<file path="src/sv/itf_pkg.sv">
// ----------------------------------------------------------------------------
// itf_pkg: shared types and constants of the integer text formatter
// Field widths, character constants and the descriptor that runs from the
// front end to the emitter.
// ----------------------------------------------------------------------------
package itf_pkg;

    localparam int MAX_DIGITS_DEF = 64;
    localparam int MAX_WIDTH_DEF  = 63;
    localparam int FIELD_CAP      = 64;
    // a 64-bit magnitude has at most 20 decimal or 16 hex digits
    localparam int CONV_DIGITS    = 20;

    localparam logic [7:0] CH_ZERO  = 8'h30;
    localparam logic [7:0] CH_MINUS = 8'h2D;
    localparam logic [7:0] CH_PLUS  = 8'h2B;
    localparam logic [7:0] CH_SPACE = 8'h20;

    typedef struct packed {
        logic [63:0] magnitude;
        logic        hex_base;
        logic        upper_case;
        logic        negative;
        logic        force_plus;
        logic        space_sign;
        logic        left_align;
        logic        zero_pad;
        logic [5:0]  field_width;
        logic [6:0]  min_digits;
        logic [15:0] room;
    } t_in_word;

    typedef struct packed {
        logic [7:0] character;
        logic [5:0] position;
        logic       last;
    } t_out_word;

    // one converted digit string plus the field layout
    typedef struct packed {
        logic [CONV_DIGITS-1:0][3:0] digits; // digit k is k-th least significant
        logic [6:0]                ndig;   // digits from the conversion, 1..20
        logic [6:0]                nout;   // digits printed incl. leading zeros
        logic [7:0]                sign_ch;
        logic                      has_sign;
        logic [6:0]                pad;
        logic                      pad_front; // spaces before sign
        logic                      pad_zero;  // zeros after sign
        logic                      pad_back;  // spaces after digits
        logic                      upper_case;
        logic [6:0]                len;       // chars to emit, 0..64
    } t_job;

    typedef enum logic [1:0] {
        FE_IDLE,
        FE_CONV,
        FE_LAYOUT,
        FE_PUSH
    } t_fe_state;

    function automatic logic [7:0] digit_char(input logic [3:0] d, input logic up);
        logic [7:0] c;
        if (d < 4'd10) c = CH_ZERO + {4'd0, d};
        else if (up)   c = 8'h37 + {4'd0, d};
        else           c = 8'h57 + {4'd0, d};
        return c;
    endfunction

endpackage

</file>
<file path="src/sv/itf_if.sv">
// ----------------------------------------------------------------------------
// itf_if: valid/ready channel
// Generic stream channel carrying one payload word per handshake.
// ----------------------------------------------------------------------------
interface itf_if #(
    parameter type T = logic
);
    logic valid;
    logic ready;
    T     data;

    modport source (output valid, output data, input ready);
    modport sink   (input valid, input data, output ready);
endinterface

</file>
<file path="src/sv/itf_back.sv">
// ----------------------------------------------------------------------------
// itf_back: character emitter
// Pops a job, walks the field one character per cycle, while the receiver
// does not stall, into an output register.
// ----------------------------------------------------------------------------
module itf_back (
    input  logic          i_clk,
    input  logic          i_rst_n,
    input  logic          i_job_valid,
    input  itf_pkg::t_job i_job,
    output logic          o_job_ready,
    itf_if.source         out_ch
);
    logic          r_busy;
    itf_pkg::t_job r_job;
    logic [6:0]    r_pos;
    logic          r_ov;
    itf_pkg::t_out_word r_ow;

    logic [6:0] w_a, w_b, w_c, w_d;
    logic [6:0] w_di;
    logic [7:0] w_ch;
    always_comb begin
        // segment boundaries
        w_a = r_job.pad_front ? r_job.pad : 7'd0;
        w_b = w_a + {6'd0, r_job.has_sign};
        w_c = w_b + (r_job.pad_zero ? r_job.pad : 7'd0);
        w_d = w_c + r_job.nout;
        w_di = w_d - 7'd1 - r_pos;
        if (r_pos < w_a)      w_ch = itf_pkg::CH_SPACE;
        else if (r_pos < w_b) w_ch = r_job.sign_ch;
        else if (r_pos < w_c) w_ch = itf_pkg::CH_ZERO;
        else if (r_pos < w_d) begin
            if (w_di < r_job.ndig)
                w_ch = itf_pkg::digit_char(r_job.digits[w_di[4:0]], r_job.upper_case);
            else
                w_ch = itf_pkg::CH_ZERO;
        end else              w_ch = itf_pkg::CH_SPACE;
    end

    logic w_load, w_step;
    assign o_job_ready = !r_busy;
    assign w_load = i_job_valid && !r_busy;
    assign w_step = r_busy && (!r_ov || out_ch.ready);
    assign out_ch.valid = r_ov;
    assign out_ch.data  = r_ow;

    always_ff @(posedge i_clk) begin
        if (!i_rst_n) begin
            r_busy <= 1'b0;
            r_ov   <= 1'b0;
        end else begin
            if (w_load) begin
                r_busy <= (i_job.len != 7'd0);
                r_job  <= i_job;
                r_pos  <= 7'd0;
            end else if (w_step) begin
                r_ov  <= 1'b1;
                r_ow.character <= w_ch;
                r_ow.position  <= r_pos[5:0];
                r_ow.last      <= (r_pos + 7'd1 == r_job.len);
                r_pos <= r_pos + 7'd1;
                if (r_pos + 7'd1 == r_job.len) r_busy <= 1'b0;
            end
            if (!w_step && r_ov && out_ch.ready) r_ov <= 1'b0;
        end
    end

`ifndef SYNTHESIS
    a_pos: assert property (@(posedge i_clk) disable iff (!i_rst_n)
        r_busy |-> r_pos < r_job.len) else $error("position overrun");
    a_hold: assert property (@(posedge i_clk) disable iff (!i_rst_n)
        (r_ov && !out_ch.ready) |=> $stable(r_ow)) else $error("word changed");
    a_valid_hold: assert property (@(posedge i_clk) disable iff (!i_rst_n)
        (r_ov && !out_ch.ready) |=> r_ov)
        else $error("valid dropped while stalled");
`endif
endmodule

</file>
<file path="src/flat_wrapper.sv">
// flat-port wrapper written by rule: the top's interface ports become plain ports
module itf_back_flat 
  (i_clk, i_rst_n, i_job_valid, i_job, o_job_ready, out_ch_valid, out_ch_data, out_ch_ready);
  itf_if out_ch_i ();
  input  logic i_clk;
  input  logic i_rst_n;
  input  logic i_job_valid;
  input  itf_pkg::t_job i_job;
  output logic o_job_ready;
  output wire logic [$bits(out_ch_i.valid)-1:0] out_ch_valid;
  output wire logic [$bits(out_ch_i.data)-1:0] out_ch_data;
  input wire logic [$bits(out_ch_i.ready)-1:0] out_ch_ready;
  assign out_ch_valid = out_ch_i.valid;
  assign out_ch_data = out_ch_i.data;
  assign out_ch_i.ready = out_ch_ready;
  itf_back u_core (.i_clk(i_clk), .i_rst_n(i_rst_n), .i_job_valid(i_job_valid), .i_job(i_job), .o_job_ready(o_job_ready), .out_ch(out_ch_i));
endmodule
</file>
<file path="config.mk">
export PLATFORM = sky130hd
export DESIGN_NAME = itf_back_flat
export DESIGN_NICKNAME = d
export VERILOG_FILES = /design/src/sv/itf_pkg.sv /design/src/sv/itf_if.sv /design/src/sv/itf_back.sv /design/src/flat_wrapper.sv
export SDC_FILE = /design/constraint.sdc
export NUM_CORES = 1
export LEC_CHECK = 0
export BUFFER_PORTS_ARGS = -buffer_cell sky130_fd_sc_hd__buf_4
export CAP_MARGIN = 20
export CORE_AREA = 2 2 58 60
export DETAILED_ROUTE_END_ITERATION = 16
export DIE_AREA = 0 0 60 62
export HOLD_SLACK_MARGIN = 0.1
export PLACE_DENSITY_LB_ADDON = 0.3
export RECOVER_POWER = 100
export SETUP_SLACK_MARGIN = 0.5
export SLEW_MARGIN = 10
export SYNTH_ARGS = -nofsm -noshare
export SYNTH_HDL_FRONTEND = slang
export SYNTH_SLANG_ARGS = --single-unit
</file>
<file path="constraint.sdc">
create_clock -name i_clk -period 2.1 [get_ports i_clk]
set_input_delay 0.21 -clock i_clk [delete_from_list [all_inputs] [get_ports i_clk]]
set_output_delay 0.21 -clock i_clk [all_outputs]
set_load 0.02 [all_outputs]
</file>
---- After elaboration in Yosys (flattened, before gate mapping) ----
Index checks and enable logic that the tools add are counted.
word-level totals
  output and inout bits ................... 3
  input port bits ......................... 125
  logic and storage cells ................. 30
  bits in registers ....................... 17
operators by class
  add/subtract/negate cells ............... 1
  bitwise gates (word level) .............. 2
  eq/ne operators ......................... 1
  reductions and logical operators ........ 17
  multiplexer cells ....................... 4
operator list
  kind                                         number
  AND reduction 2 bit                          4
  adder 7 x 1 -> 7 bit, second input constant  1
  == test 7 bit                                1
  2-to-1 mux 7 bit                             1
  nonzero test 7 bit                           1
  logical AND 1 bit                            4
  nonzero test 2 bit                           2
  logical NOT 1 bit                            3
  2-to-1 mux 1 bit                             3
  AND reduction 3 bit                          1
  NOT 1 bit                                    2
  OR reduction 2 bit                           1
  logical OR 1 bit                             1

---- Depth between registers and ports, before layout ----
  depth in word-level cells ............... 7
  gate-level depth with buffers ........... 5
  gate-level depth less buffers ........... 5

---- Least setup slack after synthesis ----
Ideal clock, no wire load.
  path type ............................... reg2reg
  start point ............................. register u_core.r_pos[0]
  end point ............................... register u_core.r_ow (netlist bit u_core.out_ch.data), data pin
  required time ........................... 1.967 ns
  slack ................................... 0.501 ns
  path buffers ............................ 0
  stages on the path, launching flop included .. 6
  period minus slack after synthesis ...... 1.599 ns
  library setup time ...................... 0.133 ns
  data arrival time ....................... 1.467 ns
  cell sequence ........................... edfxtp_1 ha_1 xnor2_1 xnor2_1 nor4_1 and3b_1
on the way
  word-level cells in the longest chain between the ends .. 2
RTL lines
  element                 RTL line        source
  start, declared         itf_back.sv:16  logic [6:0] r_pos;
  start signal, assigned  itf_back.sv:62  r_pos <= r_pos + 7'd1;
  adder 7 x 1 -> 7 bit    itf_back.sv:61  r_ow.last <= (r_pos + 7'd1 == r_job.len);
  == test 7 bit           itf_back.sv:61
  end, declared           itf_back.sv:18  itf_pkg::t_out_word r_ow;
No other way between the ends.
A chain may end at the register's enable or synchronous reset.

---- Worst setup path after layout ----
  start point ............................. register u_core.r_busy
  end point ............................... register u_core.r_pos[6], enable pin
on the way
  word-level cells in the longest chain between the ends .. 4
  elaborated cells on any way between the ends .. 5
RTL lines
  element                                 RTL line        source
  start, declared                         itf_back.sv:14  logic r_busy;
  start signal, assigned                  itf_back.sv:54  r_busy <= (i_job.len != 7'd0);
  logical NOT 1 bit                       itf_back.sv:43  assign w_load = i_job_valid && !r_busy;
  logical AND 1 bit                       itf_back.sv:43
  nonzero test 2 bit (no source line) *   n/a
  AND reduction 2 bit (no source line) *  n/a
Every way passes the cells marked *; elsewhere a longest branch is shown, timed or not.

==> flow_metrics.env <==
export IMPL_antenna_found_initial=0
export IMPL_leakagePower_nw=0.411
export IMPL_gp_congestion=0.776
export IMPL_synth_cell_types=22
export IMPL_whs_path_depth=2
export IMPL_dr_total_vias=608
export IMPL_required_ps=2010
export IMPL_rr_endpoint="u_core.r_pos[6]$_SDFFCE_PP0P_"
export IMPL_synth_nets=194
export IMPL_die_y_um=62
export IMPL_clkTransAtPathRegs_ps=100
export IMPL_min_delay_path_class="in2reg"
export IMPL_postSynthAreaPerCell_um2=12.1
export IMPL_grt_ovfl_total=0
export IMPL_irDropWorstVdd_uv=330
export IMPL_min_delay_start="i_rst_n"
export IMPL_coreArea_um2=3180
export IMPL_cts_sinks=17
export IMPL_ant_nets=0
export IMPL_setup_tns_ps=0
export IMPL_yosys_top_cells_area="edfxtp_1, xnor2_1, xor2_1"
export IMPL_cpPeakStageDelay_ps=890
export IMPL_ys_seq_elements=17
export IMPL_netlist_area_um2=820
export IMPL_htree_levels=1
export IMPL_wl_per_cell_um=11.3
export IMPL_reg2regPathDepth=2
export IMPL_cp_slowest_cell="o21ai_0"
export IMPL_post_place_cells=127
export IMPL_clockBufferDepth=2
export IMPL_worst_path_max_fanout=7
export IMPL_final_common_cell="edfxtp_1"
export IMPL_cts_tree="done"
export IMPL_drt_total_wl_um=1650
export IMPL_power_density_nw_per_um2=704
export IMPL_path_delay_family="compound AO/OA/AOI/OAI gates"
export IMPL_rows=21
export IMPL_drive_gt1_frac=0.220
export IMPL_drv_slew=0
export IMPL_die_w_um=60
export IMPL_worst_setup_path_end_kind="flip-flop"
export IMPL_grt_usage=0.103
export IMPL_yosysWarnings=0
export IMPL_io_pins=128
export IMPL_holdPathEnd="u_core.out_ch.valid$_SDFFE_PP0P_"
export IMPL_cp_buffers_inverters=0
export IMPL_grt_pass1_vias=573
export IMPL_layout_cells_non_filler=146
export IMPL_arrival_ps=1680
export IMPL_max_freq_ghz=0.565
export IMPL_antennaDiodeCount=0
export IMPL_finalNetCount=227
export IMPL_ys_seq_area_frac=0.598
export IMPL_cts_root_buffer="clkbuf_4"
export IMPL_tightest_slew_ps=1140
export IMPL_start_kind="flip-flop"
export IMPL_cts_buffers=3
export IMPL_clock_latency_ps=290
export IMPL_fin_crit_sh=0.843
export IMPL_synth_top_area_share=0.550
export IMPL_vias_per_cell=4.16
export IMPL_finalHoldViolCount=0
export IMPL_area_growth_pct=39.5
export IMPL_initial_core_util=0.258
export IMPL_drt_drc_violations_left=0
export IMPL_status="finished, final reports clean"
export IMPL_rsz0062_at_grt="yes"
export IMPL_r2r_start="u_core.r_busy$_SDFFE_PN0P_"
export IMPL_setup_viol=0
export IMPL_final_cell_mix="edfxtp_1, clkbuf_4, buf_4"
export IMPL_postSynthCellCount=68
export IMPL_grt_pass1_wl_um=2700
export IMPL_dpl_hpwl_um=1040
export IMPL_crit_type="reg2reg"
export IMPL_drv_cap=0
export IMPL_grt_max_degree=10
export IMPL_finalCriticalPeriod_ps=1770
export IMPL_drt_iter0_drc=17
export IMPL_finalPower_uw=805
export IMPL_dieArea_um2=3720
export IMPL_path_cells="nand2_1 -> o21ai_0"
export IMPL_synth_largest_area_cell="edfxtp_1"
export IMPL_skew_ps=4.25
export IMPL_io_buffers=13
export IMPL_reg2reg_setup_slack_ps=330
export IMPL_slew_headroom=0.233
export IMPL_filler_cell_count=325
export IMPL_firstDrtPassIters=4
==> worst reg2reg max path, cell delays in order (launching register included) <==
cell and delay [ps]:
dfxtp_1 420, nand2_1 90, o21ai_0 890
==> repair_timing <==
action / in CTS / in global routing
hold buffers: 7 / 0
setup endpoints to repair: 2 / 3
pin swaps: 7 / 1
hold endpoints to repair: 7 / 0
gates resized for setup: 8 / 1
buffers inserted: 4 / 4
==> sequential cells by signal, summed over array words and instances, names as in the netlist <==
signal / flops
u_core.r_pos: 7
u_core.r_job: 7
u_core.r_busy: 1
u_core.out_ch.data: 1
u_core.out_ch.valid: 1
==> how the worst max path moves through the flow <==
stage	start	endpoint	slack, ps	cells after the start
after floorplan	u_core.r_pos[0]$_SDFFCE_PP0P_	u_core.out_ch.data$_DFFE_PP_	500	5
after global placement	u_core.r_pos[0]$_SDFFCE_PP0P_	u_core.out_ch.data$_DFFE_PP_	280	5
after detailed placement	u_core.r_pos[0]$_SDFFCE_PP0P_	u_core.out_ch.data$_DFFE_PP_	250	5
after CTS	u_core.r_pos[1]$_SDFFCE_PP0P_	u_core.out_ch.data$_DFFE_PP_	490	5
after global routing	u_core.r_busy$_SDFFE_PN0P_	u_core.r_pos[0]$_SDFFCE_PP0P_	240	2
final	u_core.r_busy$_SDFFE_PN0P_	u_core.r_pos[6]$_SDFFCE_PP0P_	330	2
==> report_power, final <==
| group | switching (mW) | total, mW | internal, mW |
|---|---|---|---|
| registers | 0.0239 | 0.430 | 0.406 |
| logic | 0.0991 | 0.198 | 0.0987 |
| clock network | 0.103 | 0.177 | 0.0737 |
| total | 0.226 | 0.805 | 0.578 |
==> layer usage <==
metal	vias up	global-route usage	wire [µm]
met5	-	0	0
met4	0	0.0476	17
met3	2	0.0248	40
met2	11	0.161	851
met1	283	0.135	745
li1	312	-	-
==> metrics by stage <==
| step | hold WS (ps) | cell area [µm²] | util | setup WS (ps) |
|---|---|---|---|---|
| 2_1_floorplan | 309 | 820 | - | 501 |
| 3_3_place_gp | 398 | 975 | 0.307 | 280 |
| 3_5_place_dp | 400 | 975 | 0.307 | 248 |
| 4_1_cts | 145 | 1160 | 0.364 | 485 |
| 5_1_grt | 142 | 1140 | 0.360 | 241 |
| 6_report | 154 | 1140 | 0.360 | 330 |
==> cell families after synthesis <==
kind of cell    synth area share
xor+xnor                   0.128
compound gates            0.0870
fa+ha+maj                 0.0153
flops                      0.598
simple gates               0.162
buf+inv                  0.00916
==> synth_stat cells <==
| cell type | n |
|---|---|
| a21oi_1 | 4 |
| a22oi_2 | 1 |
| a31oi_1 | 1 |
| and3b_1 | 1 |
| dfxtp_1 | 2 |
| edfxtp_1 | 15 |
| ha_1 | 1 |
| inv_1 | 2 |
| nand2_1 | 3 |
| nand3_1 | 2 |
| nand3_2 | 1 |
| nand3b_1 | 1 |
| nor2_1 | 5 |
| nor2b_1 | 3 |
| nor3_1 | 2 |
| nor4_1 | 2 |
| o21a_1 | 1 |
| o21ai_0 | 1 |
| o21ai_1 | 4 |
| or3_1 | 4 |
| xnor2_1 | 7 |
| xor2_1 | 5 |
==> layout make-up <==
class | instances | area, µm² | area share
flip-flops and latches | 17 | 490 | 0.429
multi-input cells | 49 | 353 | 0.309
repair buffers | 28 | 209 | 0.183
clock buffers | 4 | 26.3 | 0.0230
inverters | 2 | 7.51 | 0.00656
well taps | 46 | 57.6 | 0.0503
Note: power is estimated with default switching activity, not from simulation.
